## src/rlfrt_pkg.sv

```systemverilog
package rlfrt_pkg;

    localparam int FIRST_W     = 13;
    localparam int SECOND_W    = 15;
    localparam int REMAIN_W    = 16;
    localparam int CFG_IDX_W   = 2;
    localparam int CFG_DATA_W  = 15;
    localparam int IN_DATA_W   = 8;
    localparam int IN_USER_W   = 2;
    localparam int OUT_DATA_W  = 8;

    localparam logic [FIRST_W-1:0]  FIRST_RESET  = 13'd2000;
    localparam logic [SECOND_W-1:0] SECOND_RESET = 15'd3000;

    // Configuration register indexes.
    localparam logic [CFG_IDX_W-1:0] REG_FIRST_TIMEOUT  = 2'd0;
    localparam logic [CFG_IDX_W-1:0] REG_SECOND_TIMEOUT = 2'd1;

    // Failure cause codes as they arrive on the input.
    localparam logic [1:0] FCAUSE_MAC   = 2'd0;
    localparam logic [1:0] FCAUSE_RETX  = 2'd1;
    localparam logic [1:0] FCAUSE_PROTO = 2'd2;

    // Release cause codes on the output.
    localparam logic REL_MAC  = 1'b0;
    localparam logic REL_LINK = 1'b1;

    // Bit positions of the result fields in m_tdata.
    localparam int OUT_REQ_BIT     = 0;
    localparam int OUT_CAUSE_BIT   = 1;
    localparam int OUT_STOP_BIT    = 2;
    localparam int OUT_DISDONE_BIT = 3;
    localparam int OUT_COUNT_BIT   = 4;
    localparam int OUT_ACTIVE_BIT  = 5;
    localparam int OUT_STORED_LSB  = 6;

    typedef enum logic [1:0] {
        KIND_TICK    = 2'd0,
        KIND_FAIL    = 2'd1,
        KIND_RECOVER = 2'd2,
        KIND_DISABLE = 2'd3
    } kind_t;

    typedef enum logic [1:0] {
        CAUSE_NONE  = 2'd0,
        CAUSE_MAC   = 2'd1,
        CAUSE_RETX  = 2'd2,
        CAUSE_PROTO = 2'd3
    } cause_t;

    typedef struct packed {
        logic [FIRST_W-1:0]  first_timeout_ms;
        logic [SECOND_W-1:0] second_timeout_ms;
    } cfg_t;

    typedef struct packed {
        kind_t      kind;
        logic [1:0] failure_cause;
        logic       bearers_ready;
    } item_t;

    typedef struct packed {
        logic       release_request;
        logic       release_cause;
        logic       stop_traffic;
        logic       disable_done;
        logic       counting;
        logic       active_flag;
        cause_t     stored_cause;
    } result_t;

    function automatic logic [OUT_DATA_W-1:0] pack_result(result_t r);
        logic [OUT_DATA_W-1:0] d;
        d = '0;
        d[OUT_REQ_BIT]                      = r.release_request;
        d[OUT_CAUSE_BIT]                    = r.release_cause;
        d[OUT_STOP_BIT]                     = r.stop_traffic;
        d[OUT_DISDONE_BIT]                  = r.disable_done;
        d[OUT_COUNT_BIT]                    = r.counting;
        d[OUT_ACTIVE_BIT]                   = r.active_flag;
        d[OUT_STORED_LSB+1:OUT_STORED_LSB]  = r.stored_cause;
        return d;
    endfunction

endpackage

```

## src/radio_link_failure_release_timer_top.sv

```systemverilog
// Radio link failure supervision for one user. Items on the s_ side are
// millisecond ticks, failure reports, recovery notices and disables; each one
// gives exactly one result item on the m_ side, in order. The block takes one
// item per clock cycle while m_tready is high. Each item is held in the input
// register while the combinational update of the supervision state works on
// it, then the result register takes the outcome and drives the m_ side. While
// a finished result waits on m_tready the input register can still take one
// item, after which s_tready stays low until the result drains. Timeouts are
// written over the cfg channel, which is always ready, and must only be
// changed while no item is in flight. Reset enables supervision with no
// countdown running.
module radio_link_failure_release_timer_top (
    input  logic                              clk,
    input  logic                              rst_n,
    input  logic                              s_tvalid,
    output logic                              s_tready,
    // [1:0] failure_cause, [2] bearers_ready, [7:3] zero
    input  logic [rlfrt_pkg::IN_DATA_W-1:0]   s_tdata,
    // [1:0] kind
    input  logic [rlfrt_pkg::IN_USER_W-1:0]   s_tuser,
    output logic                              m_tvalid,
    input  logic                              m_tready,
    // [0] release_request, [1] release_cause, [2] stop_traffic,
    // [3] disable_done, [4] counting, [5] active_flag, [7:6] stored_cause
    output logic [rlfrt_pkg::OUT_DATA_W-1:0]  m_tdata,
    input  logic                              cfg_valid,
    output logic                              cfg_ready,
    input  logic [rlfrt_pkg::CFG_IDX_W-1:0]   cfg_index,
    input  logic [rlfrt_pkg::CFG_DATA_W-1:0]  cfg_data
);

    rlfrt_pkg::cfg_t    cfg;
    rlfrt_pkg::item_t   in_item_reg;
    rlfrt_pkg::result_t core_result;
    rlfrt_pkg::result_t out_res_reg;
    logic               in_valid_reg, in_valid_next;
    logic               out_valid_reg, out_valid_next;
    logic               advance;
    logic               in_fire;

    rlfrt_cfg_regs u_cfg (
        .clk       (clk),
        .rst_n     (rst_n),
        .cfg_valid (cfg_valid),
        .cfg_ready (cfg_ready),
        .cfg_index (cfg_index),
        .cfg_data  (cfg_data),
        .cfg       (cfg)
    );

    rlfrt_core u_core (
        .clk     (clk),
        .rst_n   (rst_n),
        .cfg     (cfg),
        .item    (in_item_reg),
        .advance (advance),
        .result  (core_result)
    );

    // The held item moves on when the result register is free or draining.
    assign advance  = in_valid_reg && (!out_valid_reg || m_tready);
    assign s_tready = !in_valid_reg || advance;
    assign in_fire  = s_tvalid && s_tready;

    always_comb
    begin
        in_valid_next  = in_fire ? 1'b1 : (advance ? 1'b0 : in_valid_reg);
        out_valid_next = advance ? 1'b1 : (m_tready ? 1'b0 : out_valid_reg);
    end

    always_ff @(posedge clk or negedge rst_n)
    begin
        if (!rst_n)
        begin
            in_valid_reg  <= 1'b0;
            out_valid_reg <= 1'b0;
        end
        else
        begin
            in_valid_reg  <= in_valid_next;
            out_valid_reg <= out_valid_next;
        end
    end

    always_ff @(posedge clk)
    begin
        if (in_fire)
        begin
            in_item_reg.kind          <= rlfrt_pkg::kind_t'(s_tuser);
            in_item_reg.failure_cause <= s_tdata[1:0];
            in_item_reg.bearers_ready <= s_tdata[2];
        end
        if (advance)
        begin
            out_res_reg <= core_result;
        end
    end

    assign m_tvalid = out_valid_reg;
    assign m_tdata  = rlfrt_pkg::pack_result(out_res_reg);

endmodule

```

## src/rlfrt_cfg_regs.sv

```systemverilog
module rlfrt_cfg_regs (
    input  logic                              clk,
    input  logic                              rst_n,
    input  logic                              cfg_valid,
    output logic                              cfg_ready,
    input  logic [rlfrt_pkg::CFG_IDX_W-1:0]   cfg_index,
    input  logic [rlfrt_pkg::CFG_DATA_W-1:0]  cfg_data,
    output rlfrt_pkg::cfg_t                   cfg
);

    logic [rlfrt_pkg::FIRST_W-1:0]  first_reg;
    logic [rlfrt_pkg::SECOND_W-1:0] second_reg;
    logic                           wr_en;

    assign cfg_ready = 1'b1;
    assign wr_en     = cfg_valid && cfg_ready;

    // Writes to an index past the register list are dropped.
    always_ff @(posedge clk or negedge rst_n)
    begin
        if (!rst_n)
        begin
            first_reg  <= rlfrt_pkg::FIRST_RESET;
            second_reg <= rlfrt_pkg::SECOND_RESET;
        end
        else if (wr_en)
        begin
            if (cfg_index == rlfrt_pkg::REG_FIRST_TIMEOUT)
            begin
                first_reg <= cfg_data[rlfrt_pkg::FIRST_W-1:0];
            end
            else if (cfg_index == rlfrt_pkg::REG_SECOND_TIMEOUT)
            begin
                second_reg <= cfg_data[rlfrt_pkg::SECOND_W-1:0];
            end
        end
    end

    assign cfg.first_timeout_ms  = first_reg;
    assign cfg.second_timeout_ms = second_reg;

endmodule

```

## src/rlfrt_core.sv

```systemverilog
module rlfrt_core (
    input  logic                clk,
    input  logic                rst_n,
    input  rlfrt_pkg::cfg_t     cfg,
    input  rlfrt_pkg::item_t    item,
    input  logic                advance,
    output rlfrt_pkg::result_t  result
);

    logic                              enabled_reg, enabled_next;
    logic                              running_reg, running_next;
    rlfrt_pkg::cause_t                 held_reg, held_next;
    logic [rlfrt_pkg::REMAIN_W-1:0]    remain_reg, remain_next;
    logic [rlfrt_pkg::REMAIN_W-1:0]    load_value;
    logic                              held_is_link;
    logic                              cause_valid;
    rlfrt_pkg::cause_t                 new_cause;

    assign held_is_link = (held_reg == rlfrt_pkg::CAUSE_RETX) ||
                          (held_reg == rlfrt_pkg::CAUSE_PROTO);
    assign cause_valid  = (item.failure_cause == rlfrt_pkg::FCAUSE_MAC) ||
                          (item.failure_cause == rlfrt_pkg::FCAUSE_RETX) ||
                          (item.failure_cause == rlfrt_pkg::FCAUSE_PROTO);
    assign new_cause    = rlfrt_pkg::cause_t'(item.failure_cause + 2'd1);

    // The sum of both timeouts always fits in the countdown width.
    assign load_value = item.bearers_ready ?
        (rlfrt_pkg::REMAIN_W'(cfg.first_timeout_ms) +
         rlfrt_pkg::REMAIN_W'(cfg.second_timeout_ms)) :
        rlfrt_pkg::REMAIN_W'(cfg.first_timeout_ms);

    always_comb
    begin
        enabled_next = enabled_reg;
        running_next = running_reg;
        held_next    = held_reg;
        remain_next  = remain_reg;
        result       = '0;

        case (item.kind)
            rlfrt_pkg::KIND_TICK:
            begin
                if (enabled_reg && running_reg)
                begin
                    if (remain_reg <= rlfrt_pkg::REMAIN_W'(1))
                    begin
                        remain_next            = '0;
                        result.release_request = 1'b1;
                        result.release_cause   = (held_reg == rlfrt_pkg::CAUSE_MAC) ?
                                                 rlfrt_pkg::REL_MAC : rlfrt_pkg::REL_LINK;
                        running_next           = 1'b0;
                        enabled_next           = 1'b0;
                    end
                    else
                    begin
                        remain_next = remain_reg - rlfrt_pkg::REMAIN_W'(1);
                    end
                end
            end
            rlfrt_pkg::KIND_FAIL:
            begin
                if (cause_valid && enabled_reg && !held_is_link)
                begin
                    if (running_reg)
                    begin
                        // A link-layer cause overrides a MAC cause mid-countdown.
                        if (new_cause != rlfrt_pkg::CAUSE_MAC &&
                            held_reg == rlfrt_pkg::CAUSE_MAC)
                        begin
                            held_next           = new_cause;
                            result.stop_traffic = 1'b1;
                        end
                    end
                    else
                    begin
                        held_next           = new_cause;
                        remain_next         = load_value;
                        running_next        = 1'b1;
                        result.stop_traffic = (new_cause != rlfrt_pkg::CAUSE_MAC);
                    end
                end
            end
            rlfrt_pkg::KIND_RECOVER:
            begin
                if (running_reg && held_reg == rlfrt_pkg::CAUSE_MAC)
                begin
                    running_next = 1'b0;
                end
            end
            default:
            begin
                if (enabled_reg)
                begin
                    enabled_next        = 1'b0;
                    running_next        = 1'b0;
                    result.disable_done = 1'b1;
                end
            end
        endcase

        result.counting     = running_next;
        result.active_flag  = enabled_next;
        result.stored_cause = held_next;
    end

    always_ff @(posedge clk or negedge rst_n)
    begin
        if (!rst_n)
        begin
            enabled_reg <= 1'b1;
            running_reg <= 1'b0;
            held_reg    <= rlfrt_pkg::CAUSE_NONE;
            remain_reg  <= '0;
        end
        else if (advance)
        begin
            enabled_reg <= enabled_next;
            running_reg <= running_next;
            held_reg    <= held_next;
            remain_reg  <= remain_next;
        end
    end

endmodule

```

## config.mk

```make
export PLATFORM = sky130hd
export DESIGN_NAME = radio_link_failure_release_timer_top
export DESIGN_NICKNAME = d
export VERILOG_FILES = /design/src/rlfrt_pkg.sv /design/src/radio_link_failure_release_timer_top.sv /design/src/rlfrt_cfg_regs.sv /design/src/rlfrt_core.sv
export SDC_FILE = /design/constraint.sdc
export NUM_CORES = 1
export LEC_CHECK = 0
export BUFFER_PORTS_ARGS = -buffer_cell sky130_fd_sc_hd__clkbuf_2
export CAP_MARGIN = 20
export CORE_MARGIN = 10
export CORE_UTILIZATION = 50
export DETAILED_ROUTE_END_ITERATION = 10
export PLACE_DENSITY = 0.7
export SYNTH_ARGS = -nofsm -noshare
export SYNTH_HDL_FRONTEND = slang
export SYNTH_HIERARCHICAL = 1
export SYNTH_SLANG_ARGS = --single-unit
```

## constraint.sdc

```tcl
create_clock -name clk -period 2.52 [get_ports clk]
set_clock_uncertainty 0.05 [all_clocks]
set_input_delay 0.252 -clock clk [delete_from_list [all_inputs] [get_ports clk]]
set_output_delay 0.252 -clock clk [all_outputs]
set_load 0.02 [all_outputs]
```

After elaboration in Yosys (flattened, before gate mapping)
Index checks and enable logic that the tools add are counted.
Operators by class
  add/subtract/negate cells: 3
  multiply operators: 0
  div/mod/pow operators: 0
  magnitude comparators: 1
  eq/ne operators: 12
  shift-type cells: 0
  mux-type cells: 28
  bitwise operators: 1
  reductions and logical operators: 29
Operator list (number)
  $mux 16: 5
  $pmux 16 s2: 1
  $add 13x15->16: 1
  $le 16x1->1 const B: 1
  $sub 16x1->16 const B: 1
  $mux 1: 15
  $mux 2: 5
  $eq 2x1->1 const B: 4
  $eq 2x2->1 const B: 4
  $logic_and 1x1->1: 7
  $logic_not 2->1: 3
  $ne 2x1->1 const B: 3
  $reduce_and 2->1: 3
  $reduce_and 3->1: 2
  $reduce_bool 2->1: 3
  $logic_or 1x1->1: 5
  $reduce_and 5->1: 1
  $logic_not 1->1: 3
  $pmux 1 s3: 1
  $reduce_or 3->1: 1
  $add 2x1->2 const B: 1
  $ne 2x2->1 const B: 1
  $pmux 1 s2: 1
  $reduce_or 2->1: 1
  $not 1->1: 1
Word-level totals
  flip-flop bits (word level): 63
  latch bits: 0
  RAM bits: 0
  ROM bits: 0
  input port bits: 32
  word-level logic and storage cells: 92
  memories: 0

Depth between registers and ports, before layout
Gate-level depths: netlist of the first run.
  word-level depth: 7
  depth in mapped cells: 10
  depth with buffers taken out: 9

Hierarchy
The synthesis of the first run kept the hierarchy.
Modules (own cells, without submodules)
  rlfrt_core: times used 1, cells each 281, area an instance 2237.1 um2, seq. area each 501.7 um2
  rlfrt_cfg_regs: times used 1, cells each 62, area an instance 1104.8 um2, seq. area each 716.9 um2
  radio_link_failure_release_timer_top: times used 1, cells each 21, area an instance 494.2 um2, seq. area each 440.4 um2

Least setup slack after synthesis of the first run
OpenSTA, ideal clock, no wires.
  kind: reg2reg
  start point: register u_core/remain_reg[8] (netlist name)
  end point: register out_res_reg, in the netlist m_tdata[4] (data pin)
  arrival: 2.029 ns
  data required time: 2.219 ns
  slack: 0.190 ns
  stages on the path, launching flop included: 8
  path buffers: 1
  clock period less this slack: 2.330 ns
  path through: dfrtp_1 > or4_1 > nor3_2 > nand3_1 > a221oi_1 > nor2_1 > a31o_2 > buf_4
Between the ends
  cells in the longest elaborated chain, start to end: 4
RTL lines
  start, declared: RTL line rlfrt_core.sv:13  | logic [rlfrt_pkg::REMAIN_W-1:0] remain_reg, remain_next;
  start signal, assigned: RTL line rlfrt_core.sv:120  | remain_reg <= remain_next;
  $le 16x1->1: RTL line rlfrt_core.sv:45  | if (remain_reg <= rlfrt_pkg::REMAIN_W'(1))
  $mux 1: RTL line rlfrt_core.sv:45
  $mux 1: RTL line rlfrt_core.sv:43  | if (enabled_reg && running_reg)
  $pmux 1 s3: RTL line rlfrt_core.sv:40  | case (item.kind)
  named net u_core.running_next: RTL line rlfrt_core.sv:11  | logic running_reg, running_next;
  end signal, assigned: RTL line radio_link_failure_release_timer_top.sv:95  | out_res_reg <= core_result;
  end, declared: RTL line radio_link_failure_release_timer_top.sv:35  | rlfrt_pkg::result_t out_res_reg;
The timed path passes the listed nets, and every way through them passes these cells.
A chain may end at the register's enable or synchronous reset.

Worst setup path in the final report of the first run
  start point: register u_core/remain_reg[11] (netlist name)
  end point: register u_core/remain_reg[13] (netlist name)
Between the ends
  cells in the longest elaborated chain, start to end: 4
  elaborated cells on any way between the ends: 5
  classes of those cells: add/sub (1); order compare (1); mux (3)
RTL lines (RTL line)
  $sub 16x1->16 / $le 16x1->1 (equally long branches): rlfrt_core.sv:56, rlfrt_core.sv:45
  $mux 16 *: rlfrt_core.sv:45
  $mux 16 *: rlfrt_core.sv:43
  $pmux 16 s2 *: rlfrt_core.sv:40
Every way passes the cells marked *; elsewhere a longest branch is shown, timed or not. The select of a mux whose other input is x is not followed.

==> flow_summary.yaml, run 1 <==
setup_path:
  path_buf_inv: 1
  critPathMaxStageDelay_ps: 570
  cp_max_fo: 5
  critPathRequiredTime_ps: 2670
  path_class: "flop to flop"
  crit_slowest_cell: "or4_4"
  critPathCaptureType: "flop"
  path_cells: "or4_4 > or4_4 > o21ai_4 > buf_4 > o2bb2ai_1 > a211oi_1 > o311ai_1"
  worstSetupStartpointType: "flop"
  cpMostUsedCell: "or4_4"
  arrival_ps: 2630
  cp_top_family: "simple AND/OR/NAND/NOR gates"
power:
  power.share.clock: 0.258
  p_leak_nw: 1.90
  fin_total_pwr_mw: 3.78
  p_switching_mw: 1.33
  power.density_mw_per_mm2: 850
  internal_power_mw: 2.45
  seqPwrFrac: 0.400
  vdd_drop_max_mv: 0.475
  swShare: 0.351
  pwr-share-comb: 0.342
drt:
  drtIter0Drc: 217
  wire_per_inst_um: 15.9
  antenna_left: 0
  firstDrtPassIters: 5
  dr_total_vias: 2992
  wirelength_um: 8290
  drc: 0
  via_per_inst: 5.75
final_layout:
  largest_reg_flops: 16
  syn_to_final_growth_pct: 15.9
  final_nets: 470
  antennaDiodeCount: 0
  final-seq-area_sq_mm: 0.00166
  fillers: 643
  drive_gt1_frac: 0.321
  mostFrequentLayoutCells: "dfrtp_1 (36), clkbuf_2 (36), mux2_2 (30)"
  stdcell_area_sq_mm: 0.00445
  multi_input_area_sq_mm: 0.00203
synthesis:
  avgSynthCellArea_sq_um: 10.5
  synth-async-reset-ratio: 0.794
  synth_edf_count: 13
  syn_inst: 364
  syn_nets: 418
  ys_seq_elements: 63
  ys_seq_area_frac: 0.432
  ys_types: 65
  yosys_warnings: 6
  netlist_area_sq_mm: 0.00384
  synth_flop_cell: "dfrtp_1"
clocking:
  clock_path_buffers: 2
  clock-sinks: 63
  worstSkewPairLatency_ps: 350
  cts_root_buffer: "clkbuf_8"
  cts_inserted_buffers: 9
  htreeDepth: 3
  cts_tree: "done"
  clk_pin_slew_ps: 80
place:
  dp_hpwl_um: 6110
  place_congestion: 0.853
  port_buffers: 36
  dp_slack_ps: -23.7
  placed_cell_area_sq_mm: 0.00415
floorplan:
  coreArea_sq_mm: 0.00737
  initial_core_util: 0.521
  placementRows: 31
  fp.dieH_um: 108
  chipWidth_um: 108
  die_area_sq_mm: 0.0116
  ioPinCount: 43
timing:
  setup_viol: 0
  maxSlewViolCount: 0
  timing.final.ws_setup_ps: 49.1
  fin_crit_ps: 2470
  holdWs_ps: 24.3
  fin_setup_tns_ps: 0
  worst_pin_slew_ps: 710
  hold_viol_final: 0
  relSlewSlack: 0.526
  min_period_over_period: 0.981
  max_freq_mhz: 405
job:
  drv_cap: 0
grt:
  grt_pass1_wl_um: 14000
  grt_pass1_vias: 3064
  grt_overflow: 0
  antenna_found_initial: 0
  grt.total_usage: 0.148
  grt_max_degree: 51
min_path:
  hp-class: "input pin to flop"
outcome:
  status: "complete, no violations"
==> layer usage <==
layer | track usage | vias up | share of wire
li1 | - | 1457 | -
met1 | 0.179 | 1472 | 0.46
met2 | 0.248 | 54 | 0.49
met3 | 0.0401 | 9 | 0.039
met4 | 0.0496 | 0 | 0.0099
met5 | 0 | - | 0
==> Yosys cell counts, drive strengths merged (3+ instances only) <==
| master | count | area, sq um |
|---|---|---|
| o21a | 4 | 30.0 |
| nand2 | 13 | 48.8 |
| nor2 | 29 | 111 |
| edfxtp | 13 | 390 |
| nand2b | 4 | 25.0 |
| ha | 21 | 263 |
| mux2 | 30 | 338 |
| a211oi | 4 | 30.0 |
| a21oi | 20 | 100 |
| dfstp | 14 | 368 |
| o221ai | 3 | 26.3 |
| or2 | 5 | 31.3 |
| a31oi | 5 | 31.3 |
| clkbuf | 6 | 22.5 |
| nor4 | 3 | 25.0 |
| and3 | 3 | 18.8 |
| mux2i | 9 | 90.1 |
| xnor2 | 3 | 26.3 |
| or4 | 5 | 48.8 |
| o211ai | 5 | 37.5 |
| nor2b | 5 | 31.3 |
| o21ai | 28 | 151 |
| nor3 | 7 | 40.0 |
| buf | 7 | 61.3 |
| inv | 21 | 78.8 |
| nor3b | 4 | 41.3 |
| and2 | 6 | 40.0 |
| nand3 | 12 | 60.1 |
| dfrtp | 36 | 901 |
| a221oi | 4 | 35.0 |
==> worst reg2reg max path, delay by kind of cell, from the launching register on <==
kind	cells	cell delay, ps
DFF	1	390
AOI/OAI and AO/OA	4	720
and+or+nand+nor	2	1030
buffers and inverters	1	150
==> power by group through the flow <==
| stage | clock network [mW] | logic, mW | registers [mW] |
|---|---|---|---|
| after floorplan | 0 | 0.929 | 1.49 |
| after global placement | 0 | 1.21 | 1.51 |
| after detailed placement | 0 | 1.24 | 1.52 |
| after CTS | 0.988 | 1.26 | 1.50 |
| after global routing | 1.04 | 1.46 | 1.54 |
| final | 0.976 | 1.29 | 1.51 |
==> per-stage QoR <==
stage	cells	util
after floorplan	364	-
after global placement	498	0.563
after detailed placement	498	0.563
after CTS	516	0.597
after global routing	520	0.603
final	520	0.603
==> timing repair <==
action	4_1_cts	5_1_grt
endpoints found under the setup margin	1	7
pin swaps	1	4
gates resized for setup	0	5
buffers inserted	1	4
hold buffers	1	0
hold endpoints to repair	21	0
==> path summary, 6_finish.rpt <==
| path | start | endpoint | slack, ps | cells past startpoint |
|---|---|---|---|---|
| setup / recovery | u_core/remain_reg[11] | u_core/remain_reg[13] | 50 | 7 |
| hold reg to reg | u_core/remain_reg[5] | u_core/remain_reg[5] | 440 | 2 |
| max in group asynchronous | rst_n | u_cfg/first_reg[5] | 1490 | 3 |
| min in group asynchronous | rst_n | u_core/held_reg[1] | 480 | 3 |
| setup reg to reg | u_core/remain_reg[11] | u_core/remain_reg[13] | 50 | 7 |
| hold / removal | s_tdata[0] | in_item_reg[1] | 20 | 1 |
==> final cells by class <==
cell class	count	area share
Clock buffer	9	0.0279
Clock inverter	7	0.0217
Inverter	21	0.0177
Multi-Input combinational cell	267	0.458
Sequential cell	63	0.373
Tap cell	99	0.0279
Timing Repair Buffer	54	0.0743
==> logic make-up after synthesis <==
group | after synthesis | share of synthesized area
and+or+nand+nor | 105 | 0.163
muxes | 39 | 0.112
buffers and inverters | 34 | 0.0424
xor gates and xnor gates | 5 | 0.0114
other | 1 | 0.000978
AOI/OAI and AO/OA | 95 | 0.164
DFF | 63 | 0.432
adders and majority gates | 22 | 0.0737
Note: power is estimated with default switching activity, not from simulation.
==> run 2, diff against run 1 <==
--- a/config.mk
+++ b/config.mk
@@ -11,6 +11,7 @@
 export CORE_UTILIZATION = 50
 export DETAILED_ROUTE_END_ITERATION = 10
 export PLACE_DENSITY = 0.7
+export REMOVE_ABC_BUFFERS = 1
 export SYNTH_ARGS = -nofsm -noshare
 export SYNTH_HDL_FRONTEND = slang
 export SYNTH_HIERARCHICAL = 1
==> flow_summary.yaml, run 2 (same netlist as run 1, synthesis figures left out) <==
setup_path:
  arrival_ps: 2590
  r2r_end: "u_core/remain_reg[13]"
  path_class: "flop to flop"
  cp_max_fo: 4
  cp-startpoint: "u_core/remain_reg[8]"
  cp_top_family: "simple AND/OR/NAND/NOR gates"
  critPathRequiredTime_ps: 2670
  worst-r2r-setup-slack_ps: 80
  crit_cells: 6
  ff2ff_path_depth: 6
  worstSetupStartpointType: "flop"
  path_buf_inv: 0
  crit_slowest_cell: "or4_4"
  critPathCaptureType: "flop"
  cpMostUsedCell: "or4_4"
  critPathMaxStageDelay_ps: 590
  critPathCapture: "u_core/remain_reg[13]"
  path_cells: "or4_4 > or4_4 > o31ai_1 > o2bb2ai_1 > a211oi_2 > o311ai_1"
  regToRegStartpoint: "u_core/remain_reg[8]"
final_layout:
  instances_no_fill: 516
  drive_gt1_frac: 0.317
  final_nets: 466
  antennaDiodeCount: 0
  syn_to_final_growth_pct: 15.1
  mostFrequentLayoutCells: "dfrtp_1 (36), clkbuf_2 (36), mux2_2 (30)"
  largest_reg_flops: 16
  stdcell_area_sq_mm: 0.00442
power:
  swShare: 0.352
  vdd_drop_max_mv: 0.419
  pwr-share-comb: 0.351
  power.density_mw_per_mm2: 829
  p_leak_nw: 1.88
  seqPwrFrac: 0.414
  power.share.clock: 0.235
  p_switching_mw: 1.29
  internal_power_mw: 2.37
floorplan:
  placementRows: 31
  fp.dieH_um: 108
  coreArea_sq_mm: 0.00737
  chipWidth_um: 108
  ioPinCount: 43
  initial_core_util: 0.521
  die_area_sq_mm: 0.0116
timing:
  fin_crit_ps: 2440
  timing.final.ws_setup_ps: 79.0
  holdWs_ps: 33.6
  rsz0062_at_grt: "yes"
  hold_viol_final: 0
  setup_viol: 0
  max_freq_mhz: 410
  min_period_over_period: 0.969
  worst_pin_slew_ps: 728
  maxSlewViolCount: 0
  relSlewSlack: 0.514
grt:
  antenna_found_initial: 0
  grt.total_usage: 0.147
  grt_overflow: 0
  grt_max_degree: 29
  grt_pass1_vias: 3007
  grt_pass1_wl_um: 13900
drt:
  drc: 0
  firstDrtPassIters: 4
  wirelength_um: 8190
  antenna_left: 0
  drtIter0Drc: 161
  via_per_inst: 5.72
  wire_per_inst_um: 15.9
  dr_total_vias: 2951
clocking:
  clock_path_buffers: 2
  htreeDepth: 3
  cts_tree: "done"
  worstSkewPairLatency_ps: 340
  cts_root_buffer: "clkbuf_8"
  clk_pin_slew_ps: 70
  cts_inserted_buffers: 9
  clock-sinks: 63
place:
  port_buffers: 36
  dp_hpwl_um: 6170
  dp_cells: 497
  placed_cell_area_sq_mm: 0.00415
  place_congestion: 0.866
  dp_slack_ps: 13.3
job:
  drv_cap: 0
min_path:
  hp-class: "input pin to flop"
outcome:
  status: "complete, no violations"
==> run 2: cell count changes in the layout (fill, tap and decap cells not counted), sizes merged <==
cell	previous run	this run
buf	17	13
clkbuf	45	47
clkinv	2	4
clkinvlp	2	0
bufinv	2	1
inv	22	21
==> run 2: routing by layer <==
layer  track usage  part of all wire  vias up
met4        0.0573            0.0079        0
met2         0.246              0.50       54
met5             0                 0        -
met3        0.0371             0.041        6
met1         0.177              0.45     1447
li1              -                 -     1444
==> run 2: power by group through the flow <==
stage	Clock (mW)	Sequential (mW)	Combinational [mW]
floorplan	0	1.50	0.904
global placement	0	1.51	1.19
detailed placement	0	1.52	1.23
CTS	0.883	1.50	1.24
global route	0.923	1.55	1.43
finish	0.860	1.52	1.28
==> run 2: cell type report <==
type | instances | area (sq um)
clock buffer | 11 | 141
clock inverter | 5 | 47.5
fill | 651 | 2950
inverter | 21 | 78.8
multi-input combinational | 267 | 2060
sequential | 63 | 1660
tap | 99 | 124
timing repair buffer | 50 | 308
==> run 2: timing repair <==
item	in CTS	in global routing
hold buffers	1	0
pin swaps	0	4
setup buffers	0	2
endpoints found under the hold margin	9	0
endpoints found under the setup margin	1	9
resized for setup	1	11
==> run 2: how the worst min path moves through the flow <==
stage,startpoint,endpoint,slack [ps],cells after the start
after floorplan,rst_n,in_valid_reg,-90,0
after global placement,rst_n,u_cfg/first_reg[1],220,1
after detailed placement,rst_n,u_cfg/second_reg[1],230,1
after CTS,s_tdata[0],in_item_reg[1],20,1
after global routing,s_tdata[0],in_item_reg[1],20,1
final,s_tdata[0],in_item_reg[1],30,1
==> run 2: worst register-to-register path, stage by stage, from the launching register on <==
cell and delay [ps]:
dfrtp_1 420, or4_4 590, or4_4 570, o31ai_1 220
o2bb2ai_1 100, a211oi_2 220, o311ai_1 140
==> run 2: per-stage QoR <==
| step | TNS [ps] | util | total power [mW] |
|---|---|---|---|
| final | 0 | 0.599 | 3.66 |
| after detailed placement | 0 | 0.563 | 2.75 |
| after global placement | 0 | 0.563 | 2.71 |
| after global routing | -71.6 | 0.599 | 3.91 |
| after floorplan | 0 | - | 2.40 |
| after CTS | 0 | 0.591 | 3.62 |
